`src/sv/ups_pkg.sv`:
```
// Shared widths, codes, state and command types for the unimodal peak search block.
package ups_pkg;

   localparam int INDEX_BITS   = 16;
   localparam int VALUE_BITS   = 32;
   localparam int MEMO_ENTRIES = 8;
   localparam int SLOT_BITS    = $clog2(MEMO_ENTRIES);

   // Span arithmetic carries one extra bit so sums past the index range stay exact
   localparam int DIV_BITS = INDEX_BITS + 1;
   localparam int PROD_BITS = 2 * DIV_BITS;

   // Reciprocal of three scaled by 2**DIV_BITS; the quotient needs at most one correction
   localparam logic [DIV_BITS-1:0] THIRD_RECIP = DIV_BITS'((64'd1 << DIV_BITS) / 64'd3);

   // Input item kinds
   localparam logic REQ_START    = 1'b0;
   localparam logic REQ_RESPONSE = 1'b1;

   // Result item kinds
   localparam logic KIND_PROBE = 1'b0;
   localparam logic KIND_PEAK  = 1'b1;

   typedef enum logic [3:0] {
      ST_IDLE,
      ST_WAIT_L,
      ST_WAIT_R,
      ST_WAIT_S,
      ST_TERN,
      ST_DIV,
      ST_FIND_L,
      ST_FIND_R,
      ST_CMP,
      ST_SCAN,
      ST_SCAN_UPD
   } state_type;

   typedef enum logic [1:0] {
      KEY_LEFT,
      KEY_RIGHT,
      KEY_SCAN
   } key_sel_type;

   typedef struct packed {
      logic        start;
      logic        memo_put;
      logic        div_load;
      logic        split_load;
      key_sel_type key_sel;
      logic        memo_read;
      logic        vl_load;
      logic        narrow;
      logic        scan_init;
      logic        scan_update;
      logic        out_probe;
      logic        out_answer;
   } ctrl_cmd_type;

   typedef struct packed {
      logic span_small;
      logic scan_done;
      logic memo_hit;
      logic out_free;
   } ctrl_status_type;

endpackage

```
`src/sv/ups_req_if.sv`:
```
// Input channel interface: start and probe response items.
interface ups_req_if import ups_pkg::*; ();
   logic                  valid;
   logic                  ready;
   logic                  req_type;
   logic [INDEX_BITS-1:0] item_count;
   logic [VALUE_BITS-1:0] probe_value;
   logic                  probe_failed;

   modport source (output valid, req_type, item_count, probe_value, probe_failed,
                   input ready);
   modport sink (input valid, req_type, item_count, probe_value, probe_failed,
                 output ready);
   modport monitor (input valid, ready, req_type, item_count, probe_value, probe_failed);
endinterface

```
`src/sv/ups_rsp_if.sv`:
```
// Result channel interface: probe requests and peak answers.
interface ups_rsp_if import ups_pkg::*; ();
   logic                  valid;
   logic                  ready;
   logic                  result_kind;
   logic [INDEX_BITS-1:0] probe_index;
   logic [VALUE_BITS-1:0] peak_value;

   modport source (output valid, result_kind, probe_index, peak_value, input ready);
   modport sink (input valid, result_kind, probe_index, peak_value, output ready);
   modport monitor (input valid, ready, result_kind, probe_index, peak_value);
endinterface

```
`src/sv/unimodal_peak_ternary_search.sv`:
```
// Top level of the unimodal peak search: sequencer plus datapath behind two channels.
//
// A start transfer opens a search over positions 1..item_count; the block then sends
// probe requests on the result channel and expects each answer as a response transfer,
// finishing with one peak result (index and value). Items are taken only while the block
// is idle or waiting for a probe response; a start in that window restarts the search,
// a response while idle is dropped and a failed response returns to idle. After a
// response transfer, each ternary round whose two points are already in the memo
// passes through lookup left, lookup right, compare, span test and divide-by-three
// correction, each scan point found in the memo passes through a lookup and an
// update, and the span test plus split come before the first lookup of a round.
// These steps come from the sequencer making its memo lookups one at a time through
// the single read port of the value memory and from the registered reciprocal
// multiply for the thirds. The memo holds eight entries with valid flags cleared on
// reset and on every start, so no clearing pass is needed. A result waiting on the
// output register does not block a transfer on the input channel.
module unimodal_peak_ternary_search import ups_pkg::*; (
   input logic   clock,
   input logic   reset,
   ups_req_if.sink   req_if,
   ups_rsp_if.source rsp_if
);

   ctrl_cmd_type    cmd;
   ctrl_status_type status;

   ups_controller u_controller (
      .clock        (clock),
      .reset        (reset),
      .req_valid    (req_if.valid),
      .req_type     (req_if.req_type),
      .probe_failed (req_if.probe_failed),
      .req_ready    (req_if.ready),
      .status       (status),
      .cmd          (cmd)
   );

   ups_datapath u_datapath (
      .clock       (clock),
      .reset       (reset),
      .cmd         (cmd),
      .status      (status),
      .item_count  (req_if.item_count),
      .probe_value (req_if.probe_value),
      .rsp_ready   (rsp_if.ready),
      .rsp_valid   (rsp_if.valid),
      .rsp_kind    (rsp_if.result_kind),
      .rsp_index   (rsp_if.probe_index),
      .rsp_value   (rsp_if.peak_value)
   );

endmodule

```
`src/sv/ups_ram.sv`:
```
// Generic single-write, single-read RAM with registered read data.
module ups_ram #(
   parameter int WIDTH = 32,
   parameter int DEPTH = 8
) (
   input  logic                     clock,
   input  logic                     wr_en,
   input  logic [$clog2(DEPTH)-1:0] wr_addr,
   input  logic [WIDTH-1:0]         wr_data,
   input  logic                     rd_en,
   input  logic [$clog2(DEPTH)-1:0] rd_addr,
   output logic [WIDTH-1:0]         rd_data
);

   logic [WIDTH-1:0] mem_ff [DEPTH];
   logic [WIDTH-1:0] rd_data_ff;

   // Write port
   always_ff @(posedge clock) begin
      if (wr_en) begin
         mem_ff[wr_addr] <= wr_data;
      end
   end

   // Registered read port, hold when not enabled
   always_ff @(posedge clock) begin
      if (rd_en) begin
         rd_data_ff <= mem_ff[rd_addr];
      end
   end

   assign rd_data = rd_data_ff;

endmodule

```
`src/sv/ups_controller.sv`:
```
// Search sequencer: walks ternary rounds, memo lookups, the final scan and the handshake.
module ups_controller import ups_pkg::*; (
   input  logic            clock,
   input  logic            reset,
   input  logic            req_valid,
   input  logic            req_type,
   input  logic            probe_failed,
   output logic            req_ready,
   input  ctrl_status_type status,
   output ctrl_cmd_type    cmd
);

   state_type state_ff;
   state_type state_in;

   // State register
   always_ff @(posedge clock) begin
      if (reset) begin
         state_ff <= ST_IDLE;
      end else begin
         state_ff <= state_in;
      end
   end

   // Next state and commands
   always_comb begin
      state_in    = state_ff;
      cmd         = '0;
      cmd.key_sel = KEY_LEFT;
      req_ready   = 1'b0;
      unique case (state_ff) inside
         ST_IDLE, ST_WAIT_L, ST_WAIT_R, ST_WAIT_S: begin
            req_ready = 1'b1;
            if (req_valid) begin
               if (req_type == REQ_START) begin
                  cmd.start = 1'b1;
                  state_in  = ST_TERN;
               end else if (state_ff != ST_IDLE) begin
                  if (probe_failed) begin
                     state_in = ST_IDLE;
                  end else begin
                     cmd.memo_put = 1'b1;
                     state_in     = (state_ff == ST_WAIT_S) ? ST_SCAN : ST_FIND_L;
                  end
               end
            end
         end
         ST_TERN: begin
            if (status.span_small) begin
               cmd.scan_init = 1'b1;
               state_in      = ST_SCAN;
            end else begin
               cmd.div_load = 1'b1;
               state_in     = ST_DIV;
            end
         end
         ST_DIV: begin
            cmd.split_load = 1'b1;
            state_in       = ST_FIND_L;
         end
         ST_FIND_L: begin
            cmd.key_sel   = KEY_LEFT;
            cmd.memo_read = 1'b1;
            if (status.memo_hit) begin
               state_in = ST_FIND_R;
            end else if (status.out_free) begin
               cmd.out_probe = 1'b1;
               state_in      = ST_WAIT_L;
            end
         end
         ST_FIND_R: begin
            // Left value sits on the read port until the right lookup hits
            cmd.key_sel   = KEY_RIGHT;
            cmd.vl_load   = 1'b1;
            cmd.memo_read = status.memo_hit;
            if (status.memo_hit) begin
               state_in = ST_CMP;
            end else if (status.out_free) begin
               cmd.out_probe = 1'b1;
               state_in      = ST_WAIT_R;
            end
         end
         ST_CMP: begin
            cmd.narrow = 1'b1;
            state_in   = ST_TERN;
         end
         ST_SCAN: begin
            cmd.key_sel   = KEY_SCAN;
            cmd.memo_read = 1'b1;
            if (status.scan_done) begin
               if (status.out_free) begin
                  cmd.out_answer = 1'b1;
                  state_in       = ST_IDLE;
               end
            end else if (status.memo_hit) begin
               state_in = ST_SCAN_UPD;
            end else if (status.out_free) begin
               cmd.out_probe = 1'b1;
               state_in      = ST_WAIT_S;
            end
         end
         ST_SCAN_UPD: begin
            cmd.key_sel     = KEY_SCAN;
            cmd.scan_update = 1'b1;
            state_in        = ST_SCAN;
         end
         default: begin
            state_in = ST_IDLE;
         end
      endcase
   end

endmodule

```
`src/sv/ups_datapath.sv`:
```
// Span registers, divide-by-three, memo lookup, scan best tracking and result register.
module ups_datapath import ups_pkg::*; (
   input  logic                  clock,
   input  logic                  reset,
   input  ctrl_cmd_type          cmd,
   output ctrl_status_type       status,
   input  logic [INDEX_BITS-1:0] item_count,
   input  logic [VALUE_BITS-1:0] probe_value,
   input  logic                  rsp_ready,
   output logic                  rsp_valid,
   output logic                  rsp_kind,
   output logic [INDEX_BITS-1:0] rsp_index,
   output logic [VALUE_BITS-1:0] rsp_value
);

   // Search registers
   logic [INDEX_BITS-1:0] length_ff, length_in;
   logic [INDEX_BITS-1:0] low_ff, low_in;
   logic [INDEX_BITS-1:0] high_ff, high_in;
   logic [DIV_BITS-1:0]   div_x_ff, div_x_in;
   logic [PROD_BITS-1:0]  prod_ff, prod_in;
   logic [INDEX_BITS-1:0] lc_ff, lc_in;
   logic [INDEX_BITS-1:0] rc_ff, rc_in;
   logic [VALUE_BITS-1:0] vl_ff, vl_in;
   logic [INDEX_BITS-1:0] pos_ff, pos_in;
   logic [VALUE_BITS-1:0] best_value_ff, best_value_in;
   logic [INDEX_BITS-1:0] best_index_ff, best_index_in;
   logic                  best_valid_ff, best_valid_in;
   logic [INDEX_BITS-1:0] pending_ff, pending_in;

   // Memo tags and fill pointer
   logic [INDEX_BITS-1:0]   memo_index_ff [MEMO_ENTRIES];
   logic [INDEX_BITS-1:0]   memo_index_in [MEMO_ENTRIES];
   logic [MEMO_ENTRIES-1:0] memo_valid_ff, memo_valid_in;
   logic [SLOT_BITS-1:0]    ptr_ff, ptr_in;

   // Result register
   logic                  rsp_valid_ff, rsp_valid_in;
   logic                  rsp_kind_ff, rsp_kind_in;
   logic [INDEX_BITS-1:0] rsp_index_ff, rsp_index_in;
   logic [VALUE_BITS-1:0] rsp_value_ff, rsp_value_in;

   // Combinational terms
   logic [DIV_BITS-1:0]   span_x;
   logic [DIV_BITS-1:0]   quot_est;
   logic [DIV_BITS-1:0]   quot_rem;
   logic [DIV_BITS-1:0]   d3;
   logic [DIV_BITS-1:0]   lc_sum;
   logic [INDEX_BITS-1:0] lc_new;
   logic [DIV_BITS-1:0]   rc_raw;
   logic [DIV_BITS-1:0]   lc_plus;
   logic [DIV_BITS-1:0]   rc_adj;
   logic [INDEX_BITS-1:0] rc_new;
   logic [INDEX_BITS-1:0] scan_p;
   logic [INDEX_BITS-1:0] key;
   logic                  hit_any;
   logic [SLOT_BITS-1:0]  hit_slot;
   logic [VALUE_BITS-1:0] memo_rd;
   logic                  out_free;

   // Span test and divide by three: reciprocal product, then one correction step
   assign span_x   = {1'b0, high_ff} - {1'b0, low_ff} + DIV_BITS'(2);
   assign quot_est = prod_ff[PROD_BITS-1:DIV_BITS];
   assign quot_rem = div_x_ff - (quot_est + (quot_est << 1));
   assign d3       = (quot_rem >= DIV_BITS'(3)) ? quot_est + DIV_BITS'(1) : quot_est;

   // Inner points, clamped to the length; keep the right point past the left one
   assign lc_sum  = {1'b0, low_ff} + d3;
   assign lc_new  = (lc_sum < {1'b0, length_ff}) ? lc_sum[INDEX_BITS-1:0] : length_ff;
   assign rc_raw  = {1'b0, high_ff} - d3;
   assign lc_plus = {1'b0, lc_new} + DIV_BITS'(1);
   assign rc_adj  = (rc_raw < lc_plus) ? lc_plus : rc_raw;
   assign rc_new  = (rc_adj < {1'b0, length_ff}) ? rc_adj[INDEX_BITS-1:0] : length_ff;

   assign scan_p   = (pos_ff < length_ff) ? pos_ff : length_ff;
   assign out_free = !rsp_valid_ff || rsp_ready;

   // Select lookup key
   always_comb begin
      case (cmd.key_sel)
         KEY_LEFT:  key = lc_ff;
         KEY_RIGHT: key = rc_ff;
         KEY_SCAN:  key = scan_p;
         default:   key = lc_ff;
      endcase
   end

   // Match key against held tags, lowest slot wins
   always_comb begin
      hit_any  = 1'b0;
      hit_slot = '0;
      for (int i = MEMO_ENTRIES - 1; i >= 0; i--) begin
         if (memo_valid_ff[i] && (memo_index_ff[i] == key)) begin
            hit_any  = 1'b1;
            hit_slot = SLOT_BITS'(i);
         end
      end
   end

   ups_ram #(
      .WIDTH (VALUE_BITS),
      .DEPTH (MEMO_ENTRIES)
   ) u_memo_ram (
      .clock   (clock),
      .wr_en   (cmd.memo_put),
      .wr_addr (ptr_ff),
      .wr_data (probe_value),
      .rd_en   (cmd.memo_read),
      .rd_addr (hit_slot),
      .rd_data (memo_rd)
   );

   // Status back to the sequencer
   assign status = '{
      span_small: ({1'b0, high_ff} < ({1'b0, low_ff} + DIV_BITS'(3))),
      scan_done:  (pos_ff > high_ff),
      memo_hit:   hit_any,
      out_free:   out_free
   };

   // Next values
   always_comb begin
      length_in     = length_ff;
      low_in        = low_ff;
      high_in       = high_ff;
      div_x_in      = div_x_ff;
      prod_in       = prod_ff;
      lc_in         = lc_ff;
      rc_in         = rc_ff;
      vl_in         = vl_ff;
      pos_in        = pos_ff;
      best_value_in = best_value_ff;
      best_index_in = best_index_ff;
      best_valid_in = best_valid_ff;
      pending_in    = pending_ff;
      memo_index_in = memo_index_ff;
      memo_valid_in = memo_valid_ff;
      ptr_in        = ptr_ff;
      rsp_valid_in  = rsp_valid_ff;
      rsp_kind_in   = rsp_kind_ff;
      rsp_index_in  = rsp_index_ff;
      rsp_value_in  = rsp_value_ff;

      // Open a new search and flush the memo
      if (cmd.start) begin
         length_in     = item_count;
         low_in        = INDEX_BITS'(1);
         high_in       = item_count;
         best_valid_in = 1'b0;
         best_value_in = '0;
         best_index_in = '0;
         pos_in        = '0;
         pending_in    = '0;
         memo_valid_in = '0;
         ptr_in        = '0;
      end

      // Record the probe response in the next slot in turn
      if (cmd.memo_put) begin
         memo_index_in[ptr_ff] = pending_ff;
         memo_valid_in[ptr_ff] = 1'b1;
         ptr_in = (ptr_ff == SLOT_BITS'(MEMO_ENTRIES - 1)) ? '0 : ptr_ff + SLOT_BITS'(1);
      end

      if (cmd.div_load) begin
         div_x_in = span_x;
         prod_in  = PROD_BITS'(span_x) * PROD_BITS'(THIRD_RECIP);
      end

      if (cmd.split_load) begin
         lc_in = lc_new;
         rc_in = rc_new;
      end

      if (cmd.vl_load) begin
         vl_in = memo_rd;
      end

      // Narrow the span; equal values keep the middle third
      if (cmd.narrow) begin
         if (vl_ff < memo_rd) begin
            low_in = lc_ff;
         end else if (vl_ff > memo_rd) begin
            high_in = rc_ff;
         end else begin
            low_in  = lc_ff;
            high_in = rc_ff;
         end
      end

      if (cmd.scan_init) begin
         pos_in        = low_ff;
         best_valid_in = 1'b0;
         best_value_in = '0;
         best_index_in = '0;
      end

      // Track the maximum, ties go to the later point; advance or finish
      if (cmd.scan_update) begin
         if (!best_valid_ff || (memo_rd >= best_value_ff)) begin
            best_valid_in = 1'b1;
            best_value_in = memo_rd;
            best_index_in = scan_p;
         end
         if (pos_ff == high_ff) begin
            high_in = '0;
            pos_in  = INDEX_BITS'(1);
         end else begin
            pos_in = pos_ff + INDEX_BITS'(1);
         end
      end

      // Drop the result after its transfer, then load a new one
      if (rsp_valid_ff && rsp_ready) begin
         rsp_valid_in = 1'b0;
      end
      if (cmd.out_probe) begin
         pending_in   = key;
         rsp_valid_in = 1'b1;
         rsp_kind_in  = KIND_PROBE;
         rsp_index_in = key;
         rsp_value_in = '0;
      end
      if (cmd.out_answer) begin
         rsp_valid_in = 1'b1;
         rsp_kind_in  = KIND_PEAK;
         rsp_index_in = best_index_ff;
         rsp_value_in = best_value_ff;
      end
   end

   // Control registers
   always_ff @(posedge clock) begin
      if (reset) begin
         rsp_valid_ff  <= 1'b0;
         memo_valid_ff <= '0;
         ptr_ff        <= '0;
         best_valid_ff <= 1'b0;
      end else begin
         rsp_valid_ff  <= rsp_valid_in;
         memo_valid_ff <= memo_valid_in;
         ptr_ff        <= ptr_in;
         best_valid_ff <= best_valid_in;
      end
   end

   // Payload registers
   always_ff @(posedge clock) begin
      length_ff     <= length_in;
      low_ff        <= low_in;
      high_ff       <= high_in;
      div_x_ff      <= div_x_in;
      prod_ff       <= prod_in;
      lc_ff         <= lc_in;
      rc_ff         <= rc_in;
      vl_ff         <= vl_in;
      pos_ff        <= pos_in;
      best_value_ff <= best_value_in;
      best_index_ff <= best_index_in;
      pending_ff    <= pending_in;
      memo_index_ff <= memo_index_in;
      rsp_kind_ff   <= rsp_kind_in;
      rsp_index_ff  <= rsp_index_in;
      rsp_value_ff  <= rsp_value_in;
   end

   assign rsp_valid = rsp_valid_ff;
   assign rsp_kind  = rsp_kind_ff;
   assign rsp_index = rsp_index_ff;
   assign rsp_value = rsp_value_ff;

endmodule

```
`src/flat_wrapper.sv`:
```
// flat-port wrapper written by rule: the top's interface ports become plain ports
module unimodal_peak_ternary_search_flat import ups_pkg::*;
  (clock, reset, req_if_valid, req_if_req_type, req_if_item_count, req_if_probe_value, req_if_probe_failed, req_if_ready, rsp_if_valid, rsp_if_result_kind, rsp_if_probe_index, rsp_if_peak_value, rsp_if_ready);
  ups_req_if req_if_i ();
  ups_rsp_if rsp_if_i ();
  input logic clock;
  input logic reset;
  input wire logic [$bits(req_if_i.valid)-1:0] req_if_valid;
  input wire logic [$bits(req_if_i.req_type)-1:0] req_if_req_type;
  input wire logic [$bits(req_if_i.item_count)-1:0] req_if_item_count;
  input wire logic [$bits(req_if_i.probe_value)-1:0] req_if_probe_value;
  input wire logic [$bits(req_if_i.probe_failed)-1:0] req_if_probe_failed;
  output wire logic [$bits(req_if_i.ready)-1:0] req_if_ready;
  output wire logic [$bits(rsp_if_i.valid)-1:0] rsp_if_valid;
  output wire logic [$bits(rsp_if_i.result_kind)-1:0] rsp_if_result_kind;
  output wire logic [$bits(rsp_if_i.probe_index)-1:0] rsp_if_probe_index;
  output wire logic [$bits(rsp_if_i.peak_value)-1:0] rsp_if_peak_value;
  input wire logic [$bits(rsp_if_i.ready)-1:0] rsp_if_ready;
  assign req_if_i.valid = req_if_valid;
  assign req_if_i.req_type = req_if_req_type;
  assign req_if_i.item_count = req_if_item_count;
  assign req_if_i.probe_value = req_if_probe_value;
  assign req_if_i.probe_failed = req_if_probe_failed;
  assign req_if_ready = req_if_i.ready;
  assign rsp_if_valid = rsp_if_i.valid;
  assign rsp_if_result_kind = rsp_if_i.result_kind;
  assign rsp_if_probe_index = rsp_if_i.probe_index;
  assign rsp_if_peak_value = rsp_if_i.peak_value;
  assign rsp_if_i.ready = rsp_if_ready;
  unimodal_peak_ternary_search u_core (.clock(clock), .reset(reset), .req_if(req_if_i), .rsp_if(rsp_if_i));
endmodule
```
`config.mk`:
```
export PLATFORM = sky130hd
export DESIGN_NAME = unimodal_peak_ternary_search_flat
export DESIGN_NICKNAME = d
export VERILOG_FILES = /design/src/sv/ups_pkg.sv /design/src/sv/ups_req_if.sv /design/src/sv/ups_rsp_if.sv /design/src/sv/unimodal_peak_ternary_search.sv /design/src/sv/ups_ram.sv /design/src/sv/ups_controller.sv /design/src/sv/ups_datapath.sv /design/src/flat_wrapper.sv
export SDC_FILE = /design/constraint.sdc
export NUM_CORES = 2
export LEC_CHECK = 0
export ABC_AREA = 1
export BUFFER_PORTS_ARGS = -buffer_cell sky130_fd_sc_hd__buf_2
export CORE_ASPECT_RATIO = 0.6
export CORE_UTILIZATION = 35
export DETAILED_ROUTE_END_ITERATION = 8
export GPL_TIMING_DRIVEN = 0
export SYNTH_ARGS = -nofsm -noshare
export SYNTH_HDL_FRONTEND = slang
export SYNTH_SLANG_ARGS = --single-unit
```
`constraint.sdc`:
```
create_clock -name clock -period 13.1 [get_ports clock]
set_clock_uncertainty 0.05 [all_clocks]
set_input_delay 2.62 -clock clock [delete_from_list [all_inputs] [get_ports clock]]
set_output_delay 2.62 -clock clock [all_outputs]
set_load 0.05 [all_outputs]
```
After elaboration in Yosys (flattened, before gate mapping)

Memory sizes are Yosys's and may differ from the RTL's. A register that Yosys moved wholly into a read port is not among the register bits.
Index checks and enable logic that the tools add are counted.

Flip-flop bits (word level): 435
Memories: 1
Bits in writable memories: 256
Input bits: 54
Word-level logic and storage cells: 217
Output and inout port bits: 51

Memory list:

| memory                              | words | width | read ports | clocked after Yosys merged registers in | write ports | line          | RTL |
|---|---|---|---|---|---|---|---|
| u_core.u_datapath.u_memo_ram.mem_ff | 8     | 32    | 1          | 1                                       | 1           | ups_ram.sv:15 | `logic [WIDTH-1:0] mem_ff [DEPTH];` |

$lt $le $gt $ge: 14
Eq/ne operators: 28
Muxes and demuxes: 105
Reduce and logical (&&, ||, !) cells: 27
Bitwise logic cells: 2
Multipliers: 1
Add/subtract/negate cells: 11

Operator list:

| operator                                             | count |
|---|---|
| two-way mux 16 bit                                   | 24 |
| two-way mux 32 bit                                   | 6 |
| == test 16 bit                                       | 9 |
| bitwise mux 128 bit                                  | 1 |
| two-way mux 4 bit                                    | 14 |
| demux 16 bit (select 3 bit)                          | 1 |
| two-way mux 1 bit                                    | 36 |
| adder 16 x 1 -> 17 bit, second input constant        | 2 |
| adder 16 x 17 -> 17 bit                              | 2 |
| less-than comparator 17 x 16 -> 1 bit                | 2 |
| two-way mux 17 bit                                   | 2 |
| two-way mux 3 bit                                    | 11 |
| >= comparator 32 bit                                 | 1 |
| > comparator 32 bit                                  | 1 |
| less-than comparator 32 bit                          | 1 |
| multiplier 17 x 15 -> 32 bit, second input constant  | 1 |
| one-hot mux 16 bit (2 select lines)                  | 1 |
| one-hot mux 4 bit (8 select lines)                   | 1 |
| adder 16 x 2 -> 17 bit, second input constant        | 1 |
| adder 17 x 2 -> 17 bit, second input constant        | 1 |
| >= comparator 17 x 2 -> 1 bit, second input constant | 1 |
| less-than comparator 16 x 17 -> 1 bit                | 1 |
| less-than comparator 17 bit                          | 1 |
| subtractor 16 x 16 -> 17 bit                         | 1 |
| other kinds (36)                                     | 66 |

Logic depth before layout (Yosys ltp)

Word-level depth: 20
Gate-level depth with buffers: 78
Mapped depth without buffers: 74

Cells and area by module

From an unflattened synthesis, not the netlist that was laid out.

Cell total of the unflattened synthesis: 4591
Area total of the unflattened synthesis: 42470.7 µm²

By module, submodules not included:

| module         | times used | sequential area each (µm²) | cells each | area each (µm²) |
|---|---|---|---|---|
| ups_datapath   | 1          | 11521.0                    | 3337       | 29742.3 |
| ups_ram        | 1          | 8648.3                     | 1156       | 12192.9 |
| ups_controller | 1          | 80.1                       | 98         | 535.5 |

Worst setup path before layout

Ideal clock, no wire load.

Path kind: reg2reg
Start: register u_core.u_datapath.prod_ff[19]
End: register u_core.u_datapath.rc_ff[14], data pin
Path slack: 3319 ps
Cell stages (with the launch flop): 70
Arrival: 9478 ps
Buffers on the path: 4
Clock period less this slack: 9781 ps
Cells stage by stage: edfxtp_1 inv_1 fa_1 ha_1 a21oi_2 nand2_2 nand2_2 nand2_2 nand2_1 nand2_1 nand2_1 inv_2 nor2_1 nand2_1 nor2_1 nand2_2 clkbuf_1 xnor2_1 [34 not listed] clkbuf_1 nand2_1 o21ai_0 ha_1 a21oi_1 nor2_1 a211oi_1 o221a_2 nand2_1 nand2_1 nand2_1 nand2_1 nand2_1 nand2_2 nand2_4 buf_6 nand2_1 nand2_1

Word-level cells in the longest chain between the ends: 12

RTL lines:

| item                                  | line                | RTL |
|---|---|---|
| from (decl)                           | ups_datapath.sv:21  | `logic [PROD_BITS-1:0] prod_ff, prod_in;` |
| from (signal assigned)                | ups_datapath.sv:253 | `prod_ff <= prod_in;` |
| adder 16 x 17 -> 17 bit               | ups_datapath.sv:64  | `assign quot_rem = div_x_ff - (quot_est + (quot_est << 1));` |
| subtractor 17 bit                     | ups_datapath.sv:64  |  |
| >= comparator 17 x 2 -> 1 bit         | ups_datapath.sv:65  | `assign d3 = (quot_rem >= DIV_BITS'(3)) ? quot_est + DIV_BITS'(1) : quot_est;` |
| two-way mux 17 bit *                  | ups_datapath.sv:65  |  |
| adder 16 x 17 -> 17 bit *             | ups_datapath.sv:68  | `assign lc_sum = {1'b0, low_ff} + d3;` |
| less-than comparator 17 x 16 -> 1 bit | ups_datapath.sv:69  | `assign lc_new = (lc_sum < {1'b0, length_ff}) ? lc_sum[INDEX_BITS-1:0] : length_ff;` |
| two-way mux 16 bit *                  | ups_datapath.sv:69  |  |
| via u_core.u_datapath.lc_new[1]       | ups_datapath.sv:49  | `logic [INDEX_BITS-1:0] lc_new;` |
| adder 16 x 1 -> 17 bit *              | ups_datapath.sv:71  | `assign lc_plus = {1'b0, lc_new} + DIV_BITS'(1);` |
| less-than comparator 17 bit           | ups_datapath.sv:72  | `assign rc_adj = (rc_raw < lc_plus) ? lc_plus : rc_raw;` |
| two-way mux 17 bit *                  | ups_datapath.sv:72  |  |
| less-than comparator 17 x 16 -> 1 bit | ups_datapath.sv:73  | `assign rc_new = (rc_adj < {1'b0, length_ff}) ? rc_adj[INDEX_BITS-1:0] : length_ff;` |
| two-way mux 16 bit *                  | ups_datapath.sv:73  |  |
| via u_core.u_datapath.rc_new[14]      | ups_datapath.sv:53  | `logic [INDEX_BITS-1:0] rc_new;` |
| to (signal assigned)                  | ups_datapath.sv:255 | `rc_ff <= rc_in;` |
| to (decl)                             | ups_datapath.sv:23  | `logic [INDEX_BITS-1:0] rc_ff, rc_in;` |

The timed path passes the listed nets; every way through them passes the cells marked *.
A chain may end at the register's enable or synchronous reset.

Worst setup path in the final report

Start: register u_core.u_datapath.prod_ff[30]
End: register u_core.u_datapath.rc_ff[8], data pin

The elaborated chain is that of the path after synthesis.

==> flow_summary_export.csv <==
group,metric,value,unit
die,die_area,127000,µm²
logic_synthesis,synth.most_common_cell,"nand2_1",
placement,dp.cells,6614,
setup_path,crit_family,"compound AO/OA/AOI/OAI gates",
logic_synthesis,ys_ff_latch,707,
route,viasPerCell,5.22,
logic_synthesis,synth-main-ff-cell,"edfxtp_1",
route,firstDrtPassIters,7,
die,rows,100,
logic_synthesis,synth-edff-count,609,
clocking,htree_num_levels,3,
setup_path,startpoint_type,"flip-flop",
sta,period_needed,12.41,ns
setup_path,timing.rr.start,"u_core.u_datapath.prod_ff[30]",
clocking,cts_tree,"done",
logic_synthesis,synth_commonest_cells,"1045 x nand2_1, 704 x inv_1, 609 x edfxtp_1",
clocking,holdBufCountCts,0,
logic_synthesis,netlist_instances,4805,
placement,port_buffers,103,
die,die_y,277,µm
die,die_w,460,µm
logic_synthesis,synth.distinct_cells,65,
clocking,clk_latency,0.69,ns
logic_synthesis,synthArstFlopShare,0,
global_route,grt_usage,0.230,
global_route,grt_pass1_vias,32073,
route,num_vias,35262,
logic_synthesis,synth_mux_area_frac,0,
die,num_io_pins,105,
die,coreArea,124000,µm²
logic_synthesis,synth_compound_area_frac,0.0657,
cells_and_area,drive_above_1_share,0.0890,
logic_synthesis,yosysSeqAreaShare,0.460,
run,maxCapViolCount,0,
clocking,cts.path.max_buffers,3,
global_route,antenna_found_initial,18,
placement,dp_hpwl,116000,µm
route,first_iter_violations,4462,
route,wl_per_cell,22.0,µm
global_route,grt.overflow.total,0,
global_route,grt_max_degree,50,
placement,gp_congestion,0.980,
setup_path,worst_path_most_repeated_cell,"nand2_1",
cells_and_area,multi_input_area,20600,µm²
sta,fmax,80.6,MHz
logic_synthesis,synth_xor_area_frac,0.0288,
setup_path,critPathLaunch,"u_core.u_datapath.prod_ff[30]",
logic_synthesis,synth_top_family_by_area,"simple AND/OR/NAND/NOR gates",
setup_path,cpPeakStageDelay,0.49,ns
setup_path,critPathSlowestCell,"fa_1",
cells_and_area,fillers,12379,
logic_synthesis,synth.area.top_cells,"edfxtp_1 42%, ha_1 11%, nand2_1 8.9%",
setup_path,path_max_fanout,10,
logic_synthesis,syn_nets,5332,
sta,post-route-period-util,0.947,
cells_and_area,synthToLayoutAreaGrowth,13.3,%
setup_path,crit_arrival,12.79,ns
setup_path,critPathRequiredTime,13.48,ns
cells_and_area,utilization,0.401,
route,drc,0,
sta,drv_slew,0,
cells_and_area,regArea,20200,µm²
logic_synthesis,syn_area_per_cell,9.16,µm²
logic_synthesis,synth_top_area_share,0.415,
clocking,cts_made_buffers,72,
logic_synthesis,yosysWarnings,0,
setup_path,cp-end-kind,"flip-flop",
sta,worst_pin_slew,1.16,ns
sta,max_slew_margin,0.229,
worst_hold_path,hp-start,"u_core.u_datapath.best_value_ff[11]",
clocking,cts.sinks,707,
route,drtAntennaViolNets,0,
route,drt-total-wl,149000,µm
global_route,grt_pass1_wl,215000,µm
clocking,clkTransAtPathRegs,0.08,ns
sta,setup_viol,0,
cells_and_area,nets,5535,
logic_synthesis,syn_area,44000,µm²
logic_synthesis,yosysTopAreaCell,"edfxtp_1",
clocking,cts_root_buf,"clkbuf_16",
cells_and_area,fin_cells,6760,
worst_hold_path,min_path_type,"flip-flop to flip-flop",
setup_path,worst-path-buf-inv,8,
logic_synthesis,synth_fa_ha_area_frac,0.150,
logic_synthesis,synthSimpleGateAreaFrac,0.217,
setup_path,worstSetupPathType,"flip-flop to flip-flop",
die,start_util,0.354,
outcome,status,"completed",
sta,finalHoldViolations,0,
[area by class of cell]
| cell class | instances | share of cell area |
|---|---|---|
| tap | 1683 | 0.0422 |
| clock inverter | 42 | 0.0120 |
| clock buffer | 92 | 0.0382 |
| timing repair buffer | 129 | 0.0200 |
| antenna | 9 | 0.000451 |
| multi-input combinational | 3246 | 0.412 |
| sequential | 707 | 0.406 |
| inverter | 721 | 0.0543 |
| buffer | 131 | 0.0151 |
[flip-flops by register name (all words and copies together), names as in the netlist, 16 cells and up]
name and cells:
u_core.u_datapath.low_ff 16, u_core.u_datapath.best_index_ff 16, u_core.u_datapath.rsp_index 16, u_core.u_datapath.length_ff 16, u_core.u_datapath.pos_ff 16, u_core.u_datapath.vl_ff 32, u_core.u_datapath.best_value_ff 32, u_core.u_datapath.pending_ff 16
u_core.u_datapath.u_memo_ram.rd_data 32, u_core.u_datapath.u_memo_ram.mem_ff 256, u_core.u_datapath.rsp_value 32, u_core.u_datapath.prod_ff 16, u_core.u_datapath.lc_ff 16, u_core.u_datapath.div_x_ff 17, u_core.u_datapath.high_ff 16, u_core.u_datapath.rc_ff 16
u_core.u_datapath.memo_index_ff 128
[timing repair]
item                                    CTS  global route
gates resized for setup                  10            31
pin swaps                                 0             2
endpoints found under the setup margin   16            16
buffers inserted                          0             3
gates cloned                              0             0
endpoints found under the hold margin     0             0
[stage by stage]
stage | setup WS (ns) | TNS, ns | cell area, µm² | hold WS, ns
finish | 0.690 | 0 | 49900 | 0.432
global route | -0.0166 | -0.0299 | 49900 | 0.460
floorplan | 3.32 | 0 | 44000 | 0.391
global placement | -0.884 | -13.09 | 46700 | 0.417
detailed placement | -0.864 | -12.72 | 47200 | 0.422
CTS | 0.00622 | 0 | 49700 | 0.429
[layer usage]
metal	GRT usage	vias to the layer above	part of all wire
met5	0	-	0.000081
met4	0.0506	2	0.018
met3	0.0832	164	0.13
met2	0.283	1749	0.36
met1	0.367	16843	0.49
li1	-	16504	-
[cells in the final DEF, fill, tap and decap left out, drive strengths merged, types with 98 or more instances in the layout]
master,count
edfxtp,609
nand2,1076
dfxtp,98
nand3,419
clkbuf,145
inv,725
nand3b,141
ha,380
xor2,101
nor2,303
buf,207
o21ai,223
a21oi,192
[worst min-delay path, cell delays in order (launching register included)]
cell	delay [ns]
dfxtp_1	0.33
nand3_1	0.07
o21ai_0	0.06
[kinds of logic (layout without fill, tap and decap cells)]
kind of cell,after synthesis,after routing
AO/OA/AOI/OAI,513,513
XOR/XNOR,145,145
adder cells (fa/ha/maj),473,473
buffers and inverters,852,1115
flip-flops,707,707
other,0,9
AND/OR/NAND/NOR,2115,2115
[final timing paths]
path | endpoint | slack, ns | cells past startpoint
worst min register to register | u_core.u_datapath.best_value_ff[11] | 0.43 | 2
worst max-delay path | u_core.u_datapath.rc_ff[8] | 0.69 | 64
worst min-delay path | u_core.u_datapath.best_value_ff[11] | 0.43 | 2
worst max register to register | u_core.u_datapath.rc_ff[8] | 0.69 | 64
Power is not shown: default switching activity piles up to over one toggle a cycle in this logic, so the estimate is an artifact.
